--- src/nkn_pkg.sv ---
// Package with the types, round constants and round functions of the Noekeon encryption pipeline.
`timescale 1ns / 1ps

package nkn_pkg;

   localparam int ROUND_COUNT_DEFAULT = 16;
   localparam int WORD_WIDTH          = 32;
   localparam int CSR_INDEX_WIDTH     = 3;

   // Register indexes of the configuration port.
   localparam logic [CSR_INDEX_WIDTH-1:0] CSR_KEY_WORD0 = 3'd0;
   localparam logic [CSR_INDEX_WIDTH-1:0] CSR_KEY_WORD1 = 3'd1;
   localparam logic [CSR_INDEX_WIDTH-1:0] CSR_KEY_WORD2 = 3'd2;
   localparam logic [CSR_INDEX_WIDTH-1:0] CSR_KEY_WORD3 = 3'd3;

   typedef logic [3:0][WORD_WIDTH-1:0] nkn_state_type;

   typedef struct packed {
      logic [WORD_WIDTH-1:0] plain_word0;
      logic [WORD_WIDTH-1:0] plain_word1;
      logic [WORD_WIDTH-1:0] plain_word2;
      logic [WORD_WIDTH-1:0] plain_word3;
   } nkn_req_type;

   typedef struct packed {
      logic [WORD_WIDTH-1:0] cipher_word0;
      logic [WORD_WIDTH-1:0] cipher_word1;
      logic [WORD_WIDTH-1:0] cipher_word2;
      logic [WORD_WIDTH-1:0] cipher_word3;
   } nkn_rsp_type;

   // Round constant table; entry ROUND_COUNT is used by the output stage.
   function automatic logic [7:0] nkn_round_const(input logic [4:0] idx);
      logic [7:0] rc;
      case (idx)
         5'd0:    rc = 8'h80;
         5'd1:    rc = 8'h1B;
         5'd2:    rc = 8'h36;
         5'd3:    rc = 8'h6C;
         5'd4:    rc = 8'hD8;
         5'd5:    rc = 8'hAB;
         5'd6:    rc = 8'h4D;
         5'd7:    rc = 8'h9A;
         5'd8:    rc = 8'h2F;
         5'd9:    rc = 8'h5E;
         5'd10:   rc = 8'hBC;
         5'd11:   rc = 8'h63;
         5'd12:   rc = 8'hC6;
         5'd13:   rc = 8'h97;
         5'd14:   rc = 8'h35;
         5'd15:   rc = 8'h6A;
         5'd16:   rc = 8'hD4;
         default: rc = 8'h00;
      endcase
      return rc;
   endfunction

   function automatic logic [WORD_WIDTH-1:0] nkn_rol(input logic [WORD_WIDTH-1:0] x,
                                                     input int n);
      return (x << n) | (x >> (WORD_WIDTH - n));
   endfunction

   // Linear mixing layer with the working key folded in.
   function automatic nkn_state_type nkn_theta(input nkn_state_type w,
                                               input nkn_state_type key);
      nkn_state_type         s;
      logic [WORD_WIDTH-1:0] t;
      s = w;
      t = s[0] ^ s[2];
      t = t ^ nkn_rol(t, 8) ^ nkn_rol(t, 24);
      s[1] = s[1] ^ t;
      s[3] = s[3] ^ t;
      s = s ^ key;
      t = s[1] ^ s[3];
      t = t ^ nkn_rol(t, 8) ^ nkn_rol(t, 24);
      s[0] = s[0] ^ t;
      s[2] = s[2] ^ t;
      return s;
   endfunction

   // Rotations, the nonlinear layer with its word swap, and the inverse rotations.
   function automatic nkn_state_type nkn_pi_gamma_pi(input nkn_state_type w);
      logic [WORD_WIDTH-1:0] a0;
      logic [WORD_WIDTH-1:0] a1;
      logic [WORD_WIDTH-1:0] a2;
      logic [WORD_WIDTH-1:0] a3;
      logic [WORD_WIDTH-1:0] x;
      nkn_state_type         s;
      a0 = w[0];
      a1 = nkn_rol(w[1], 1);
      a2 = nkn_rol(w[2], 5);
      a3 = nkn_rol(w[3], 2);
      a1 = a1 ^ ~(a3 | a2);
      a0 = a0 ^ (a2 & a1);
      x  = a0;
      a0 = a3;
      a3 = x;
      a2 = a2 ^ a0 ^ a1 ^ a3;
      a1 = a1 ^ ~(a3 | a2);
      a0 = a0 ^ (a2 & a1);
      s[0] = a0;
      s[1] = nkn_rol(a1, 31);
      s[2] = nkn_rol(a2, 27);
      s[3] = nkn_rol(a3, 30);
      return s;
   endfunction

endpackage

--- src/nkn_stage.sv ---
// One register stage of the Noekeon pipeline: a full round, or the output transform.
`timescale 1ns / 1ps

module nkn_stage
   import nkn_pkg::*;
#(
   parameter bit LAST_STAGE = 1'b0
) (
   input  logic          clock,
   input  logic          reset,
   input  logic [7:0]    round_const,
   input  nkn_state_type key,
   input  logic          in_valid,
   output logic          in_ready,
   input  nkn_state_type in_data,
   output logic          out_valid,
   input  logic          out_ready,
   output nkn_state_type out_data
);

   logic          valid_ff;
   logic          valid_in;
   nkn_state_type data_ff;
   nkn_state_type data_in;
   nkn_state_type mixed;

   // The stage takes a new item when empty or when its item leaves this cycle.
   assign in_ready = !valid_ff || out_ready;

   always_comb begin
      mixed    = in_data;
      mixed[0] = in_data[0] ^ {{(WORD_WIDTH-8){1'b0}}, round_const};
      mixed    = nkn_theta(mixed, key);
      if (LAST_STAGE) begin
         data_in = mixed;
      end else begin
         data_in = nkn_pi_gamma_pi(mixed);
      end
      if (in_valid && in_ready) begin
         valid_in = 1'b1;
      end else if (out_ready) begin
         valid_in = 1'b0;
      end else begin
         valid_in = valid_ff;
      end
   end

   always_ff @(posedge clock) begin
      if (reset) begin
         valid_ff <= 1'b0;
      end else begin
         valid_ff <= valid_in;
      end
      if (in_valid && in_ready) begin
         data_ff <= data_in;
      end
   end

   assign out_valid = valid_ff;
   assign out_data  = data_ff;

endmodule

--- config.mk ---
export PLATFORM = sky130hd
export DESIGN_NAME = nkn_stage
export DESIGN_NICKNAME = d
export VERILOG_FILES = /design/src/nkn_pkg.sv /design/src/nkn_stage.sv
export SDC_FILE = /design/constraint.sdc
export NUM_CORES = 1
export LEC_CHECK = 0
export CAP_MARGIN = 20
export CORE_UTILIZATION = 41
export CTS_BUF_LIST = sky130_fd_sc_hd__clkbuf_8 sky130_fd_sc_hd__clkbuf_16
export CTS_CLUSTER_DIAMETER = 100
export DETAILED_ROUTE_END_ITERATION = 10
export DONT_BUFFER_PORTS = 1
export PLACE_DENSITY = 0.59
export SYNTH_ARGS = -nofsm -noshare
export SYNTH_HDL_FRONTEND = slang
export SYNTH_SLANG_ARGS = --single-unit
--- constraint.sdc ---
create_clock -name clock -period 7.4 [get_ports clock]
set_clock_uncertainty 0.05 [all_clocks]
set_input_delay 1.11 -clock clock [delete_from_list [all_inputs] [get_ports clock]]
set_output_delay 1.11 -clock clock [all_outputs]
set_load 0.01 [all_outputs]
==> metrics, run 1 <==
outcome completed; initial antenna violation count 0; library cells used by synthesis 43; reg2reg end out_data[48]$_DFFE_PP_; die width ~170 µm; CTS clk-pin slew, worst paths roughly 60 ps; DRC 0; CTS resizes 0; initial detailed-routing violation count between 300 and 400; Syn Std Cell Area between 10000 and 15000 µm²; relative slew slack 33.4%; Max Clock Freq 0.241 GHz; setup bufs post-CTS 0; endpoints failing hold 0; clock sink count roughly 130; leak pwr between 0.004 and 0.005 µW; core outline area about 29000 µm²; CP Launch Type input port; first-pass GRT wire length between 40000 and 50000 µm; Worst Path Required between 7000 and 8000 ps; area leader, netlist edfxtp_1; worst r2r path cells 3; met2 GRT Util a little under two fifths; global-route usage over all layers 22.0%; GRT overflow 0; number of flops mapped to enable cells by yosys ~130; clk buf depth 2; global routing usage on met3 just over 5%; RSZ-0062 raised after global routing false; hold_sp out_valid$_SDFFE_PP0P_; max cap viols 0; Syn. warnings 0; layout cells sized above 1 approximately 7%; post-DP HPWL 27900 µm; share of the synthesized area in the top cell type between 30% and 40%; ranking of synthesized cells by area edfxtp_1 32%, xnor2_1 28%, xor2_1 11%; CTS tree built; HP Class register to register; Final period util between 50% and 60%; fin crit period a little over 4000 ps; vias in the first global route between 7000 and 8000; Non-Filler Instances 1428; DR WL/cell 23.2 µm; H-tree depth 4; TritonCTS Buffers 17; Crit Path Max Fanout 5; clock root cell clkbuf_16; GRT met1 Usage between 20% and 30%; Synth async-reset ratio 0%; Area Overhead vs Synth 9.03%; Worst R2R Setup Slack between 4000 and 5000 ps; DRT Pass-1 Iters 5; Final Core Density between 40% and 50%; Layout Nets between 1000 and 1500; Synth Flop Type edfxtp_1; crit path capture type register; Worst IR Drop VDD between 200 and 300 µV; die area around 30000 µm²; Antenna Nets Post-Route 0; DP Cell Count roughly 1400; power per cell area ~650 nW/µm²; top cells by count, synth 388 x xnor2_1, 151 x xor2_1, 128 x edfxtp_1; Initial Utilization a little over two fifths; worst r2r src out_valid$_SDFFE_PP0P_; routability congestion estimate from global placement roughly 0.8; Port Buf Inserts 0; routed wire length around 33000 µm; count leader, synth xnor2_1; final setup violation count 0; Std-Cell Rows between 60 and 70; Synth Register Bits between 100 and 150; DR vias/cell approximately 5.0; die height around 170 µm; I/O pins around 400; syn_nets around 1300; largest net degree at the start of global routing 72; Hold Path Cell Cnt 2; Slew @ Worst Pin between 900 and 1000 ps; Gate Count Post-Synth 1012; Clk Latency, worst-skew pair approximately 420 ps; Hold-fix buffers, CTS 0; syn_area_per_cell ~12 µm²; crit path DAT about 4300 ps; vias approximately 7100; Hold EP out_valid$_SDFFE_PP0P_; Antenna Cells 0; hold slack a little under 600 ps; max-slew violations 0; register area share after synthesis a little under a third; grt peak-use layer met2; post-route setup TNS 0 ps; CP Class input port to register
-- placed cells by master, fill, tap and decap left out, types with 2 or more instances in the layout --
master	instances
nor2_1	74
o21a_1	3
o22ai_1	15
xor3_2	2
nor3_1	2
nand2b_1	16
clkinv_4	4
xnor3_1	44
xnor2_4	4
xnor2_2	15
o21bai_1	2
inv_1	14
a21oi_1	19
xor2_2	9
xor2_1	151
clkbuf_16	17
bufinv_16	3
a21o_1	7
a2bb2oi_1	2
nor2b_1	22
edfxtp_1	128
nand2_1	18
nor3b_1	2
clkinvlp_4	3
xor3_1	14
clkinv_2	3
ha_1	31
mux2i_1	2
xnor2_1	388
xnor3_2	4
o21ai_0	8
-- stage by stage --
stage                     worst slack (ps)  power, µW  cell area (µm²)
after floorplan                       2580       6580            12100
after global placement                2760       7630            12600
after detailed placement              2720       7670            12600
after CTS                             3140       8620            13200
after global routing                  3070       9150            13200
final                                 3240       8550            13200
-- logic make-up after synthesis --
family,share of synthesized area (%)
fa+ha+maj,3.21
buf+inv,0.434
flops,31.9
mux,0.259
compound gates,3.34
simple gates,5.29
xor+xnor,55.5
-- critical path, cell delays in order --
cell and delay [ps]:
xnor2_1 430, xor2_1 450, xor3_1 520, xnor2_1 610, ha_1 360, xor3_1 420, xnor2_1 140, nor2_1 140
xnor2_1 70
-- final cells by class --
class / count / area, µm²
clock buffer: 18 / 439
clock inverter: 14 / 166
fill: 2654 / 15700
inverter: 13 / 48.8
multi-input combinational: 869 / 8180
sequential: 129 / 3860
tap: 384 / 480
timing repair buffer: 1 / 7.51
-- registers in the layout (all words and copies together), names as in the netlist --
register / cells
out_data: 128
out_valid: 1
-- power breakdown --
part / switching [µW] / internal (µW)
registers: 394 / 1680
logic: 2840 / 2740
clock network: 358 / 538
-- how the worst max path moves through the flow --
stage | depth (start not counted) | endpoint | from | slack, ps
after global placement | 9 | out_data[7]$_DFFE_PP_ | in_data[122] | 2760
after detailed placement | 9 | out_data[7]$_DFFE_PP_ | in_data[122] | 2720
after floorplan | 2 | out_data[0]$_DFFE_PP_ | out_ready | 2580
final | 9 | out_data[7]$_DFFE_PP_ | in_data[122] | 3240
after CTS | 9 | out_data[7]$_DFFE_PP_ | in_data[122] | 3140
after global routing | 9 | out_data[7]$_DFFE_PP_ | in_data[122] | 3070
-- per-layer routing --
metal  wire length, µm  part of all wire (%)
met1             14000                    42
met2             16300                    49
met3              2050                   6.2
met4               761                   2.3
met5                 0                     0
(Power assumes the default switching activity.)
==> run 2, diff against run 1 <==
Settings changed: ABC_AREA set to 1, PLACE_DENSITY 0.59 to 0.61.
Clock period 7.4 ns to 3.45 ns, I/O delays scaled along.
==> run 2 against run 1 <==
First-iteration DRC count up 110%; non-clock buffer count grew 281; synthesized area rose by 22%; die area increased by 22%; critical path depth grew 19; cell count increased by 110%; global-route usage up 4.6 points; power rose by 85%; clock-buffer cell count down 1; clock power grew 98%.
==> metrics, run 2 <==
outcome completed; Slew @ Worst Pin 817 ps (-183 ps); most common cell after layout, fill and taps aside nand2_1; Antenna Cells 0 (unchanged); Antenna Nets Post-Route 0 (unchanged); Hold Path Cell Cnt 1 (-1); Synth async-reset ratio 0% (unchanged); first-pass GRT wire length 73000 µm (+56%); area leader, netlist edfxtp_1; max-slew violations 0 (unchanged); die height 192 µm (+10%); core outline area 35500 µm² (+23%); syn_area_per_cell 6.56 µm² (-45%); Clk Latency, worst-skew pair 440 ps (+20 ps); Max Clock Freq around 0.31 GHz; routability congestion estimate from global placement 0.942 (+15%); vias 15400 (+120%); max cap viols 0 (unchanged); most frequent cells in the layout 923 x nand2_1, 397 x nand3_1, 281 x buf_4, 237 x inv_1, 144 x nand2_2; CTS clk-pin slew, worst paths 70 ps (about the same); CP Class input port to register; endpoints failing hold 0 (unchanged); Worst IR Drop VDD 462 µV (+73%); clock sink count 129 (unchanged); register area share after synthesis 26.2% (-5.7 points); clk buf depth 2 (unchanged); number of flops mapped to enable cells by yosys 128 (unchanged); DR vias/cell 5.09 (+2.3%); syn_nets 2547 (+94%); initial detailed-routing violation count 769 (+110%); DP Cell Count 2991 (+110%); Worst Path Required 3610 ps (-3900 ps); die width 192 µm (+10%); I/O pins 398 (unchanged); fillers 3468 (+31%); ranking of synthesized cells by area edfxtp_1 26%, nand2_1 24%, nand3_1 14%; Final period util between 90% and 100%; share of the synthesized area in the top cell type 26.1% (-5.7 points); Std-Cell Rows 69 (+11%); CP Depth 28 (+19); CP Buf/Inv Count 5 (+5); crit path capture type register; count leader, synth nand2_1; Crit path top cell by count nand2_1; H-tree depth 4 (unchanged); slowest CP cell nand2_1; crit path DAT 3360 ps (-910 ps); TritonCTS Buffers 17 (unchanged); fin crit period between 3000 and 4000 ps; CP Launch Type input port; Initial Utilization 41.5% (-0.38 points); Crit Path Max Fanout 6 (+1); layout cells sized above 1 22.4% (+16 points); Syn. warnings 0 (unchanged); Area Overhead vs Synth 23.4%; global-route usage over all layers 26.6% (+4.6 points); crit-path max cell delay 210 ps (-400 ps); post-route setup TNS 0 ps (unchanged); final setup violation count 0 (unchanged); CTS tree built; Largest register FFs 128 (unchanged); GRT overflow 0 (unchanged); relative slew slack 45.6% (+12 points); top cells by count, synth 935 x nand2_1, 401 x nand3_1, 238 x inv_1; clock root cell clkbuf_16; library cells used by synthesis 24 (-44%); vias in the first global route 14300 (+96%); largest net degree at the start of global routing 129 (+79%); power per cell area 869 nW/µm² (+34%); Syn Std Cell Area 14700 µm² (+22%); Non-Filler Instances 3023 (+110%); CP delay by family, top simple AND/OR/NAND/NOR gates; initial antenna violation count 0 (unchanged); Synth Flop Type edfxtp_1; Hold-fix buffers, CTS 0 (unchanged); leak pwr 0.00985 µW (+99%); Gate Count Post-Synth 2248 (+120%); DR WL/cell 16.3 µm (-30%); Layout Nets 2848 (+110%); routed wire length 49300 µm (+49%); die area 36700 µm² (+22%); Synth Register Bits 129 (unchanged); DRC 0 (unchanged); post-DP HPWL 42000 µm (+51%); worst r2r path cells 2 (-1); HP Class input port to register; Port Buf Inserts 0 (unchanged); DRT Pass-1 Iters 5 (unchanged)
## run 2: report_power, final
group          internal [µW]  leakage, µW  switching, µW  total [µW]
Sequential              3010      0.00126            754        3770
Clock                    984     0.000275            787        1770
Combinational           4130      0.00832           6120       10300
Total                   8130      0.00985           7660       15800
## run 2: final cells by class
type / instances / area, µm² / area share, %
Sequential cell: 129 / 3860 / 21.3
Clock inverter: 15 / 123 / 0.674
Multi-Input combinational cell: 1852 / 10100 / 55.3
Tap cell: 461 / 577 / 3.17
Clock buffer: 17 / 425 / 2.34
Inverter: 267 / 1000 / 5.53
Timing Repair Buffer: 282 / 2130 / 11.7
## run 2: final timing paths
check | slack (ps) | end | start
worst min register to register | 600 | out_valid$_SDFFE_PP0P_ | out_valid$_SDFFE_PP0P_
worst min-delay path | 90 | out_valid$_SDFFE_PP0P_ | reset
worst max-delay path | 250 | out_data[5]$_DFFE_PP_ | in_data[88]
worst max register to register | 1810 | out_data[95]$_DFFE_PP_ | out_valid$_SDFFE_PP0P_
## run 2: worst reg2reg max path: cells and delay by family, from the launching register on
family / cells / cell delay, ps
buffers and inverters: 1 / 440
flip-flops: 1 / 370
AO/OA/AOI/OAI: 1 / 190
## run 2: per-layer routing
layer	track usage [%]	up-vias	part of all wire [%]
met1	32.2	7021	42
met3	5.26	82	6.7
met4	12.0	0	3.9
met2	45.3	473	48
met5	0	-	0
li1	-	7819	-
## run 2: kinds of logic after synthesis
family	Yosys count	share of synthesized area, %
AND/OR/NAND/NOR	1597	50.3
XOR/XNOR	220	13.9
adder cells (fa/ha/maj)	31	2.63
buffers and inverters	267	6.82
flip-flops	129	26.2
AO/OA/AOI/OAI	4	0.161
## run 2: repair_timing
item / 4_1_cts / 5_1_grt
endpoints found under the setup margin: 0 / 32
resized for setup: 0 / 37
setup buffers: 0 / 0
## run 2: through the flow
step           utilization [%]  hold slack [ps]  cell area, µm²  setup slack [ps]  power, µW
2_1_floorplan                -              537           14700               172      10100
3_3_place_gp              49.2              539           17500              -154      13600
3_5_place_dp              49.2              543           17500              -284      13900
4_1_cts                   50.7             67.8           18000               205      15700
5_1_grt                   51.2             77.4           18200             -4.59      17200
6_report                  51.2             89.0           18200               254      15800
